--- config.mk ---
export PLATFORM = sky130hd
export DESIGN_NAME = running_stream_statistics
export DESIGN_NICKNAME = d
export VERILOG_FILES = /design/src/rss_pkg.sv /design/src/rss_mul.sv /design/src/rss_div.sv /design/src/running_stream_statistics.sv
export SDC_FILE = /design/constraint.sdc
export NUM_CORES = 2
export LEC_CHECK = 0
export BUFFER_PORTS_ARGS = -buffer_cell sky130_fd_sc_hd__buf_2
export CAP_MARGIN = 20
export CORE_MARGIN = 2
export CORE_UTILIZATION = 55
export DETAILED_ROUTE_END_ITERATION = 12
export PLACE_DENSITY_LB_ADDON = 0.08
export SETUP_SLACK_MARGIN = 0.05
export SYNTH_ARGS = -nofsm -noshare
export SYNTH_HDL_FRONTEND = slang
export SYNTH_SLANG_ARGS = --single-unit
export TNS_END_PERCENT = 30
--- constraint.sdc ---
create_clock -name clk_i -period 5.8 [get_ports clk_i]
set_input_delay 1.16 -clock clk_i [delete_from_list [all_inputs] [get_ports clk_i]]
set_output_delay 1.16 -clock clk_i [all_outputs]
set_load 0.01 [all_outputs]
--- src/rss_pkg.sv ---
`timescale 1ns / 1ps
// Shared types, widths and codes for the running stream statistics block.
package rss_pkg;

  localparam int SAMPLE_BITS = 16;
  localparam int COUNT_BITS  = 24;

  // Accumulator widths: exact for any sample pattern up to a full count.
  localparam int SUM_W  = SAMPLE_BITS + COUNT_BITS;
  localparam int SQ_W   = 2 * SAMPLE_BITS - 1 + COUNT_BITS;

  // Serial multiplier: multiplicand, multiplier and product widths.
  localparam int MA_W   = SQ_W;
  localparam int MB_W   = SUM_W;
  localparam int PROD_W = MA_W + MB_W;

  // count*sumsq - sum*sum, and the count*count divisor.
  localparam int DIFF_W = COUNT_BITS + SQ_W;
  localparam int DEN_W  = 2 * COUNT_BITS;

  // Square root: radicand (even width), root and partial remainder.
  localparam int ROOT_IN_W  = 2 * SAMPLE_BITS + 2;
  localparam int ROOT_W     = ROOT_IN_W / 2;
  localparam int ROOT_REM_W = SAMPLE_BITS + 4;

  localparam logic KIND_SAMPLE = 1'b0;
  localparam logic KIND_REPORT = 1'b1;

  typedef struct packed {
    logic                          kind;
    logic signed [SAMPLE_BITS-1:0] sample;
  } rss_in_t;

  typedef struct packed {
    logic signed [SAMPLE_BITS-1:0] min_value;
    logic signed [SAMPLE_BITS-1:0] max_value;
    logic signed [SAMPLE_BITS-1:0] mean_value;
    logic        [SAMPLE_BITS-1:0] std_dev;
    logic        [COUNT_BITS-1:0]  sample_total;
    logic                          empty_res;
    logic                          saturated;
  } rss_out_t;

  typedef struct packed {
    logic            start;
    logic            short_op;
    logic [MA_W-1:0] a;
    logic [MB_W-1:0] b;
  } rss_mul_req_t;

  typedef struct packed {
    logic              done;
    logic [PROD_W-1:0] prod;
  } rss_mul_res_t;

  typedef struct packed {
    logic              start;
    logic [DIFF_W-1:0] num;
    logic [DEN_W-1:0]  den;
  } rss_div_req_t;

  typedef struct packed {
    logic                 done;
    logic [ROOT_IN_W-1:0] quot;
  } rss_div_res_t;

  typedef enum logic [3:0] {
    ST_IDLE,
    ST_SQUARE,
    ST_MEAN,
    ST_PROD,
    ST_SQSUM,
    ST_NSQ,
    ST_VAR,
    ST_ROOT,
    ST_EMIT
  } rss_state_e;

endpackage

--- src/rss_mul.sv ---
`timescale 1ns / 1ps
// Bit-serial shift-add multiplier, one multiplier bit per cycle.
module rss_mul (
  input  logic                  clk_i,
  input  logic                  rst_ni,
  input  rss_pkg::rss_mul_req_t req_i,
  output rss_pkg::rss_mul_res_t res_o
);

  localparam int MaW    = rss_pkg::MA_W;
  localparam int MbW    = rss_pkg::MB_W;
  localparam int ProdW  = rss_pkg::PROD_W;
  localparam int ShortW = rss_pkg::SAMPLE_BITS;
  localparam int CntW   = $clog2(MbW + 1);

  logic [MaW-1:0]        a_q;
  logic [MaW-1:0]        hi_q, hi_d;
  logic [MbW-1:0]        lo_q, lo_d;
  logic [CntW-1:0]       cnt_q, cnt_d;
  logic                  busy_q, busy_d;
  logic                  done_q, done_d;
  logic                  short_q;
  logic [MaW:0]          acc;
  logic [MaW+ShortW-1:0] short_prod;

  always_comb begin
    acc    = {1'b0, hi_q} + (lo_q[0] ? {1'b0, a_q} : '0);
    hi_d   = hi_q;
    lo_d   = lo_q;
    cnt_d  = cnt_q;
    busy_d = busy_q;
    done_d = 1'b0;
    if (req_i.start) begin
      hi_d   = '0;
      lo_d   = req_i.b;
      cnt_d  = req_i.short_op ? CntW'(ShortW) : CntW'(MbW);
      busy_d = 1'b1;
    end else if (busy_q) begin
      // add on the low multiplier bit, then shift the product pair right
      hi_d  = acc[MaW:1];
      lo_d  = {acc[0], lo_q[MbW-1:1]};
      cnt_d = cnt_q - 1'b1;
      if (cnt_q == CntW'(1)) begin
        busy_d = 1'b0;
        done_d = 1'b1;
      end
    end
  end

  always_ff @(posedge clk_i or negedge rst_ni) begin
    if (!rst_ni) begin
      cnt_q  <= '0;
      busy_q <= 1'b0;
      done_q <= 1'b0;
    end else begin
      cnt_q  <= cnt_d;
      busy_q <= busy_d;
      done_q <= done_d;
    end
  end

  always_ff @(posedge clk_i) begin
    hi_q <= hi_d;
    lo_q <= lo_d;
    if (req_i.start) begin
      a_q     <= req_i.a;
      short_q <= req_i.short_op;
    end
  end

  // a short run stops early, so its product sits higher in the pair
  assign short_prod = {hi_q, lo_q[MbW-1 -: ShortW]};

  assign res_o.done = done_q;
  assign res_o.prod = short_q ? ProdW'(short_prod) : {hi_q, lo_q};

endmodule

--- src/rss_div.sv ---
`timescale 1ns / 1ps
// Bit-serial restoring divider, one quotient bit per cycle.
module rss_div (
  input  logic                  clk_i,
  input  logic                  rst_ni,
  input  rss_pkg::rss_div_req_t req_i,
  output rss_pkg::rss_div_res_t res_o
);

  localparam int NumW = rss_pkg::DIFF_W;
  localparam int DenW = rss_pkg::DEN_W;
  localparam int QW   = rss_pkg::ROOT_IN_W;
  localparam int CntW = $clog2(NumW + 1);

  logic [NumW-1:0] num_q, num_d;
  logic [DenW-1:0] rem_q, rem_d;
  logic [DenW-1:0] den_q;
  logic [QW-1:0]   quot_q, quot_d;
  logic [CntW-1:0] cnt_q, cnt_d;
  logic            busy_q, busy_d;
  logic            done_q, done_d;
  logic [DenW:0]   rem_sh;
  logic [DenW:0]   rem_sub;
  logic            fits;

  always_comb begin
    rem_sh  = {rem_q, num_q[NumW-1]};
    rem_sub = rem_sh - {1'b0, den_q};
    fits    = rem_sh >= {1'b0, den_q};
    num_d   = num_q;
    rem_d   = rem_q;
    quot_d  = quot_q;
    cnt_d   = cnt_q;
    busy_d  = busy_q;
    done_d  = 1'b0;
    if (req_i.start) begin
      num_d  = req_i.num;
      rem_d  = '0;
      cnt_d  = CntW'(NumW);
      busy_d = 1'b1;
    end else if (busy_q) begin
      // remainder stays below the divisor, so it fits back in DenW bits
      num_d  = {num_q[NumW-2:0], 1'b0};
      rem_d  = fits ? rem_sub[DenW-1:0] : rem_sh[DenW-1:0];
      quot_d = {quot_q[QW-2:0], fits};
      cnt_d  = cnt_q - 1'b1;
      if (cnt_q == CntW'(1)) begin
        busy_d = 1'b0;
        done_d = 1'b1;
      end
    end
  end

  always_ff @(posedge clk_i or negedge rst_ni) begin
    if (!rst_ni) begin
      cnt_q  <= '0;
      busy_q <= 1'b0;
      done_q <= 1'b0;
    end else begin
      cnt_q  <= cnt_d;
      busy_q <= busy_d;
      done_q <= done_d;
    end
  end

  always_ff @(posedge clk_i) begin
    num_q  <= num_d;
    rem_q  <= rem_d;
    quot_q <= quot_d;
    if (req_i.start) begin
      den_q <= req_i.den;
    end
  end

  assign res_o.done = done_q;
  assign res_o.quot = quot_q;

endmodule

--- src/running_stream_statistics.sv ---
`timescale 1ns / 1ps
// Top level of the running stream statistics block: min, max, mean and deviation.
//
//   channel | direction | handshake                     | payload
//   --------+-----------+-------------------------------+--------------------------
//   in      | input     | in_valid_i / in_stall_o       | rss_in_t  (kind, sample)
//   out     | output    | out_valid_o / out_stall_i     | rss_out_t (report result)
//
// A sample transaction occupies the block until its square is done:
// its square runs one bit per cycle through the shared serial multiplier.
// A report transaction runs a serial divide for the mean, three serial products, a serial
// divide for the variance and a two-bit-per-step square root, then loads the result once
// the output register is free.
// A sample dropped at full count leaves the block idle; a report with no samples goes straight to loading the result.
// Reset clears all accumulators and flags at once; there is no clearing pass.
// A stalled result waits in the output register while sample transactions keep flowing;
// only a second report waits until the first one has been taken.
module running_stream_statistics (
  input  logic              clk_i,
  input  logic              rst_ni,
  input  logic              in_valid_i,
  output logic              in_stall_o,
  input  rss_pkg::rss_in_t  in_item_i,
  output logic              out_valid_o,
  input  logic              out_stall_i,
  output rss_pkg::rss_out_t out_item_o
);

  localparam int SampleBits = rss_pkg::SAMPLE_BITS;
  localparam int CountBits  = rss_pkg::COUNT_BITS;
  localparam int SumW       = rss_pkg::SUM_W;
  localparam int SqW        = rss_pkg::SQ_W;
  localparam int MaW        = rss_pkg::MA_W;
  localparam int MbW        = rss_pkg::MB_W;
  localparam int DiffW      = rss_pkg::DIFF_W;
  localparam int DenW       = rss_pkg::DEN_W;
  localparam int RootInW    = rss_pkg::ROOT_IN_W;
  localparam int RootW      = rss_pkg::ROOT_W;
  localparam int RemW       = rss_pkg::ROOT_REM_W;
  localparam int RootSteps  = RootInW / 2;
  localparam int RtCntW     = $clog2(RootSteps + 1);

  rss_pkg::rss_state_e state_q, state_d;

  // running statistics
  logic signed [SampleBits-1:0] min_q, max_q;
  logic signed [SumW-1:0]       sum_q;
  logic [SqW-1:0]               sumsq_q;
  logic [CountBits-1:0]         cnt_q;
  logic                         dropped_q;

  // report working registers
  logic [SumW-1:0]       amag_q;
  logic                  neg_q;
  logic [DiffW-1:0]      diff_q;
  logic [SampleBits-1:0] mean_q;
  logic [RootInW-1:0]    rt_val_q;
  logic [RemW-1:0]       rt_rem_q;
  logic [RootW-1:0]      rt_root_q;
  logic [RtCntW-1:0]     rt_cnt_q;

  logic              out_valid_q;
  rss_pkg::rss_out_t out_q;

  logic                         accept;
  logic                         take_sample;
  logic                         take_report;
  logic                         cnt_full;
  logic                         cnt_zero;
  logic                         out_free;
  logic signed [SampleBits-1:0] sample_s;
  logic [SampleBits-1:0]        sample_mag;
  logic [SumW-1:0]              sum_mag;
  logic [SampleBits-1:0]        quot_lo;
  logic [1:0]                   rt_pair;
  logic [RemW+1:0]              rt_shift;
  logic [RemW+1:0]              rt_trial;
  logic [RemW+1:0]              rt_sub;
  logic                         rt_fits;

  rss_pkg::rss_mul_req_t mul_req;
  rss_pkg::rss_mul_res_t mul_res;
  rss_pkg::rss_div_req_t div_req;
  rss_pkg::rss_div_res_t div_res;

  rss_mul u_mul (
    .clk_i  (clk_i),
    .rst_ni (rst_ni),
    .req_i  (mul_req),
    .res_o  (mul_res)
  );

  rss_div u_div (
    .clk_i  (clk_i),
    .rst_ni (rst_ni),
    .req_i  (div_req),
    .res_o  (div_res)
  );

  // Take a new transaction only while idle; the output register decouples the far side.
  assign in_stall_o  = (state_q != rss_pkg::ST_IDLE);
  assign accept      = in_valid_i && !in_stall_o;
  assign take_sample = accept && (in_item_i.kind == rss_pkg::KIND_SAMPLE);
  assign take_report = accept && (in_item_i.kind == rss_pkg::KIND_REPORT);
  assign cnt_full    = &cnt_q;
  assign cnt_zero    = (cnt_q == '0);
  assign out_free    = !out_valid_q || !out_stall_i;

  assign sample_s   = in_item_i.sample;
  assign sample_mag = sample_s[SampleBits-1] ? (~sample_s) + 1'b1 : sample_s;
  assign sum_mag    = sum_q[SumW-1] ? (~sum_q) + 1'b1 : sum_q;
  assign quot_lo    = div_res.quot[SampleBits-1:0];

  // One square-root step: bring down two radicand bits, try root*4 + 1.
  assign rt_pair  = rt_val_q[RootInW-1 -: 2];
  assign rt_shift = {rt_rem_q, rt_pair};
  assign rt_trial = (RemW + 2)'({rt_root_q, 2'b01});
  assign rt_sub   = rt_shift - rt_trial;
  assign rt_fits  = rt_shift >= rt_trial;

  // Next state.
  always_comb begin
    state_d = state_q;
    unique case (state_q)
      rss_pkg::ST_IDLE: begin
        if (take_sample && !cnt_full) begin
          state_d = rss_pkg::ST_SQUARE;
        end else if (take_report) begin
          state_d = cnt_zero ? rss_pkg::ST_EMIT : rss_pkg::ST_MEAN;
        end
      end
      rss_pkg::ST_SQUARE: begin
        if (mul_res.done) begin
          state_d = rss_pkg::ST_IDLE;
        end
      end
      rss_pkg::ST_MEAN: begin
        if (div_res.done) begin
          state_d = rss_pkg::ST_PROD;
        end
      end
      rss_pkg::ST_PROD: begin
        if (mul_res.done) begin
          state_d = rss_pkg::ST_SQSUM;
        end
      end
      rss_pkg::ST_SQSUM: begin
        if (mul_res.done) begin
          state_d = rss_pkg::ST_NSQ;
        end
      end
      rss_pkg::ST_NSQ: begin
        if (mul_res.done) begin
          state_d = rss_pkg::ST_VAR;
        end
      end
      rss_pkg::ST_VAR: begin
        if (div_res.done) begin
          state_d = rss_pkg::ST_ROOT;
        end
      end
      rss_pkg::ST_ROOT: begin
        if (rt_cnt_q == RtCntW'(1)) begin
          state_d = rss_pkg::ST_EMIT;
        end
      end
      rss_pkg::ST_EMIT: begin
        if (out_free) begin
          state_d = rss_pkg::ST_IDLE;
        end
      end
      default: state_d = rss_pkg::ST_IDLE;
    endcase
  end

  // Unit launches: each finished step starts the next one in the same cycle.
  always_comb begin
    mul_req = '0;
    div_req = '0;
    unique case (state_q)
      rss_pkg::ST_IDLE: begin
        // square the sample magnitude with a short run
        mul_req.start    = take_sample && !cnt_full;
        mul_req.short_op = 1'b1;
        mul_req.a        = MaW'(sample_mag);
        mul_req.b        = MbW'(sample_mag);
        // mean magnitude = |sum| / count
        div_req.start    = take_report && !cnt_zero;
        div_req.num      = DiffW'(sum_mag);
        div_req.den      = DenW'(cnt_q);
      end
      rss_pkg::ST_MEAN: begin
        mul_req.start = div_res.done;
        mul_req.a     = sumsq_q;
        mul_req.b     = MbW'(cnt_q);
      end
      rss_pkg::ST_PROD: begin
        mul_req.start = mul_res.done;
        mul_req.a     = MaW'(amag_q);
        mul_req.b     = amag_q;
      end
      rss_pkg::ST_SQSUM: begin
        mul_req.start = mul_res.done;
        mul_req.a     = MaW'(cnt_q);
        mul_req.b     = MbW'(cnt_q);
      end
      rss_pkg::ST_NSQ: begin
        // variance = (count*sumsq - sum*sum) / (count*count)
        div_req.start = mul_res.done;
        div_req.num   = diff_q;
        div_req.den   = mul_res.prod[DenW-1:0];
      end
      default: begin
      end
    endcase
  end

  always_ff @(posedge clk_i or negedge rst_ni) begin
    if (!rst_ni) begin
      state_q <= rss_pkg::ST_IDLE;
    end else begin
      state_q <= state_d;
    end
  end

  // Accumulators: update on each accepted sample, drop samples once the count is full.
  always_ff @(posedge clk_i or negedge rst_ni) begin
    if (!rst_ni) begin
      min_q     <= '0;
      max_q     <= '0;
      sum_q     <= '0;
      sumsq_q   <= '0;
      cnt_q     <= '0;
      dropped_q <= 1'b0;
    end else begin
      if (take_sample) begin
        if (cnt_full) begin
          dropped_q <= 1'b1;
        end else begin
          if (cnt_zero || (sample_s < min_q)) begin
            min_q <= sample_s;
          end
          if (cnt_zero || (sample_s > max_q)) begin
            max_q <= sample_s;
          end
          sum_q <= sum_q + SumW'(sample_s);
          cnt_q <= cnt_q + 1'b1;
        end
      end
      if ((state_q == rss_pkg::ST_SQUARE) && mul_res.done) begin
        sumsq_q <= sumsq_q + SqW'(mul_res.prod[2*SampleBits-1:0]);
      end
    end
  end

  // Report working registers.
  always_ff @(posedge clk_i) begin
    if (take_report) begin
      amag_q <= sum_mag;
      neg_q  <= sum_q[SumW-1];
    end
    if ((state_q == rss_pkg::ST_MEAN) && div_res.done) begin
      // restore the sign after the magnitude divide: truncates toward zero
      mean_q <= neg_q ? (~quot_lo) + 1'b1 : quot_lo;
    end
    if ((state_q == rss_pkg::ST_PROD) && mul_res.done) begin
      diff_q <= mul_res.prod[DiffW-1:0];
    end
    if ((state_q == rss_pkg::ST_SQSUM) && mul_res.done) begin
      diff_q <= diff_q - mul_res.prod[DiffW-1:0];
    end
    if ((state_q == rss_pkg::ST_VAR) && div_res.done) begin
      rt_val_q  <= div_res.quot;
      rt_rem_q  <= '0;
      rt_root_q <= '0;
    end else if (state_q == rss_pkg::ST_ROOT) begin
      rt_val_q  <= {rt_val_q[RootInW-3:0], 2'b00};
      rt_rem_q  <= rt_fits ? rt_sub[RemW-1:0] : rt_shift[RemW-1:0];
      rt_root_q <= {rt_root_q[RootW-2:0], rt_fits};
    end
  end

  always_ff @(posedge clk_i or negedge rst_ni) begin
    if (!rst_ni) begin
      rt_cnt_q <= '0;
    end else if ((state_q == rss_pkg::ST_VAR) && div_res.done) begin
      rt_cnt_q <= RtCntW'(RootSteps);
    end else if (state_q == rss_pkg::ST_ROOT) begin
      rt_cnt_q <= rt_cnt_q - 1'b1;
    end
  end

  // Output register: load when free, drop valid once the transaction is taken.
  always_ff @(posedge clk_i or negedge rst_ni) begin
    if (!rst_ni) begin
      out_valid_q <= 1'b0;
    end else if ((state_q == rss_pkg::ST_EMIT) && out_free) begin
      out_valid_q <= 1'b1;
    end else if (!out_stall_i) begin
      out_valid_q <= 1'b0;
    end
  end

  always_ff @(posedge clk_i) begin
    if ((state_q == rss_pkg::ST_EMIT) && out_free) begin
      out_q.sample_total <= cnt_q;
      out_q.saturated    <= dropped_q;
      out_q.empty_res    <= cnt_zero;
      if (cnt_zero) begin
        out_q.min_value  <= '0;
        out_q.max_value  <= '0;
        out_q.mean_value <= '0;
        out_q.std_dev    <= '0;
      end else begin
        out_q.min_value  <= min_q;
        out_q.max_value  <= max_q;
        out_q.mean_value <= mean_q;
        out_q.std_dev    <= rt_root_q[SampleBits-1:0];
      end
    end
  end

  assign out_valid_o = out_valid_q;
  assign out_item_o  = out_q;

  // A multiplier result only ever lands while a product is awaited.
  a_mul_done_state: assert property (@(posedge clk_i) disable iff (!rst_ni)
    mul_res.done |-> (state_q == rss_pkg::ST_SQUARE || state_q == rss_pkg::ST_PROD ||
                      state_q == rss_pkg::ST_SQSUM || state_q == rss_pkg::ST_NSQ))
    else $error("multiplier finished outside a product state");

  // A divider result only ever lands while the mean or the variance is awaited.
  a_div_done_state: assert property (@(posedge clk_i) disable iff (!rst_ni)
    div_res.done |-> (state_q == rss_pkg::ST_MEAN || state_q == rss_pkg::ST_VAR))
    else $error("divider finished outside a quotient state");

  // A sample at full count is dropped: count holds and the flag sets.
  a_full_drop: assert property (@(posedge clk_i) disable iff (!rst_ni)
    (take_sample && cnt_full) |=> (dropped_q && (cnt_q == $past(cnt_q))))
    else $error("sample at full count was not dropped");

  // The empty flag of a result agrees with its count.
  a_empty_count: assert property (@(posedge clk_i) disable iff (!rst_ni)
    out_valid_o |-> (out_item_o.empty_res == (out_item_o.sample_total == '0)))
    else $error("empty flag disagrees with sample count");

endmodule
==> reports/metrics.csv <==
metric,value,unit
status,completed,
Hold Path Origin,dropped_q,
Post-synth top cells,"nand2_1 (669), edfxtp_1 (517), nor2_1 (509)",
highest clock rate,203,MHz
max-cap violation count,0,
initial antenna violation count,5,
crit end category,register,
Clock Sinks,836,
RSZ-0062 raised after global routing,no,
Crit path arrival time,5.30,ns
Post-Syn Area per Cell,9.41,sq um
crit start category,register,
Final Hold Fails,0,
WHS Endpoint,out_item_o[0],
post-synthesis cell count,5413,
HP Class,register to register,
YS warnings,0,
port bufs,112,
Detail Route Antenna Nets,0,
CP Buf/Inv Count,1,
Non-Filler Instances,6659,
io pins,113,
Layout area overhead,9.38,%
hold depth,0,
Initial Util,0.556,
count of different cell masters after synthesis,90,
largest stage delay on the critical path,0.62,ns
worst-skew pair later-pin latency,0.69,ns
drt drc,0,
"Setup violations, final",0,
total track usage,0.303,
post-CTS sizing,0,
final number of max-transition violations,0,
number of diodes,0,
via count,40500,
DRT iter0 DRCs,3382,
placed cells,6481,
Post-Route WL,145000,um
layout cells sized above 1,0.0778,
CTS tree,done,
Crit Path Max Fanout,16,
crit-path cells,"buf_4, mux2i_1, ha_1, or3_1, o21ai_0, a21oi_1, a41o_1, a21oi_1, o31ai_1, a41oi_1, a21oi_1, a21boi_0, xor2_1, mux2i_1",
TritonCTS Buffers,93,
"most used cell, CP",a21oi_1,
Slew Limit Headroom,0.240,
Die X,308,um
Via density,6.07,
maximum vdd drop,0.000262,V
largest net degree at the start of global routing,111,
Nets,5734,
drt pass-1 iters,6,
R2R depth,14,
adder-cell share of the synthesized area,0.0796,
most common cell in the synthesized netlist,nand2_1,
total negative slack,0,ns
synth top area cells,"edfxtp_1 (30%), dfrtp_1 (8.8%), ha_1 (7.8%)",
#FFs+latches synth,836,
Synth Flop Type,edfxtp_1,
Leakage,0.0237,uW
CP top delay family,compound AO/OA/AOI/OAI gates,
Compound-Gate Fraction of Synth Area,0.176,
root buf cell,clkbuf_16,
WS Path Type,register to register,
CTS HTree Levels,3,
Worst Setup SP,u_mul.short_q,
Post-synth EDFFs,517,
DIE AREA,95000,sq um
Post-synth ARST share,0.214,
clock buffer depth,3,
register area share after synthesis,0.448,
syn_nets,5755,
core area,91700,sq um
fin worst setup slack,0.882,ns
vias in the first global route,38600,
clock slew at reported path FFs,0.07,ns
number of setup buffers added after CTS,0,
top cell type by total area after synthesis,edfxtp_1,
Reg2Reg Capture Point,diff_q[50],
row cnt,111,
GR Overflow Total,0,
fin crit share,0.848,
die height,308,um
DP Wirelength,105000,um
pre-CTS WS,1.02,ns
drt wl/cell,21.7,um
final setup skew,0.0268,ns
R2R Setup Slk,0.88,ns
cts hold-fix bufs,0,
post-synthesis mux area share,0.0338,
Synth top area share,0.305,
xor/xnor cell area share of the yosys netlist,0.0616,
simple-gate area share of the yosys netlist,0.162,
main combinational cell family by area after synthesis,compound AO/OA/AOI/OAI gates,
r2r startpoint,u_mul.short_q,
post-layout min period,4.92,ns
first-pass GRT wire length,224000,um
GPL Wtd Cong,0.945,
# fillers,7945,
P per Cell Area,227,nW/um^2
required time of the critical path,6.18,ns
slew at the pin closest to its max-slew limit,1.14,ns
slowest CP cell,a41oi_1,
synthesized area,50900,sq um
-- worst max-delay path by stage --
stage / end / slack, ns / cells after the start
2_1_floorplan: u_mul.a_q[0] / 0.22 / 8
3_3_place_gp: sumsq_q[44] / 1.06 / 15
3_5_place_dp: sumsq_q[50] / 1.02 / 15
4_1_cts: sumsq_q[50] / 0.98 / 15
5_1_grt: diff_q[50] / 0.70 / 14
6_report: diff_q[50] / 0.88 / 14
-- final cells by class --
| class | instances | area (sq um) | share of cell area |
|---|---|---|---|
| Clock buffer | 131 | 2710 | 0.0486 |
| Multi-Input combinational cell | 4059 | 26200 | 0.471 |
| Inverter | 228 | 863 | 0.0155 |
| Timing Repair Buffer | 174 | 1080 | 0.0194 |
| Sequential cell | 836 | 22800 | 0.409 |
| Tap cell | 1186 | 1480 | 0.0266 |
| Clock inverter | 45 | 524 | 0.00941 |
-- layer usage --
| layer | global-route usage | vias up | share of wire | wire length, um |
|---|---|---|---|---|
| met5 | 0 | - | 0.00011 | 16 |
| met4 | 0.0876 | 4 | 0.030 | 4290 |
| met3 | 0.0541 | 227 | 0.073 | 10500 |
| met2 | 0.476 | 1304 | 0.45 | 64400 |
| met1 | 0.428 | 19400 | 0.45 | 65500 |
| li1 | - | 19500 | - | - |
-- layout by cell type, fill, tap and decap left out, types with 145 or more instances in the layout --
| cell | netlist | layout |
|---|---|---|
| xnor2_1 | 230 | 230 |
| dfrtp_1 | 179 | 177 |
| nand3_1 | 146 | 145 |
| nand2_1 | 669 | 667 |
| o21ai_0 | 334 | 334 |
| nor2_1 | 509 | 507 |
| edfxtp_1 | 517 | 517 |
| a21o_1 | 187 | 187 |
| a21oi_1 | 393 | 392 |
| inv_1 | 225 | 222 |
| ha_1 | 316 | 316 |
-- where the power goes --
part / internal, uW / leakage (uW) / switching (uW)
Clock: 3620 / 0.00158 / 2620
Combinational: 48.2 / 0.0137 / 109
Sequential: 6260 / 0.00844 / 0.0000000000000403
-- registers in the layout, indices dropped and copies added (netlist names), 7 cells and up --
name / flops
u_mul.lo_q: 40
amag_q: 40
u_mul.a_q: 55
sumsq_q: 55
diff_q: 79
u_div.num_q: 79
min_q: 16
out_item_o: 90
cnt_q: 24
u_div.quot_q: 34
u_mul.hi_q: 55
rt_rem_q: 20
max_q: 16
u_div.rem_q: 48
sum_q: 40
mean_q: 16
u_div.den_q: 48
rt_val_q: 34
u_div.cnt_q: 7
rt_root_q: 17
-- cells by family after synthesis --
group	count (synthesis)
muxes	167
buffers and inverters	518
adders and majority gates	321
and+or+nand+nor	1811
xor gates and xnor gates	358
AOI/OAI and AO/OA	1402
DFF	836
-- through the flow --
| stage | instance area (sq um) | power (uW) | utilization | hold WS (ns) |
|---|---|---|---|---|
| finish | 55700 | 12700 | 0.608 | 0.451 |
| floorplan | 50900 | 6460 | - | 0.420 |
| global route | 55700 | 13000 | 0.608 | 0.463 |
| detailed placement | 52500 | 6540 | 0.572 | 0.435 |
| global placement | 52500 | 6530 | 0.572 | 0.434 |
| CTS | 55700 | 12700 | 0.608 | 0.450 |
Note: power is estimated with default switching activity, not from simulation.
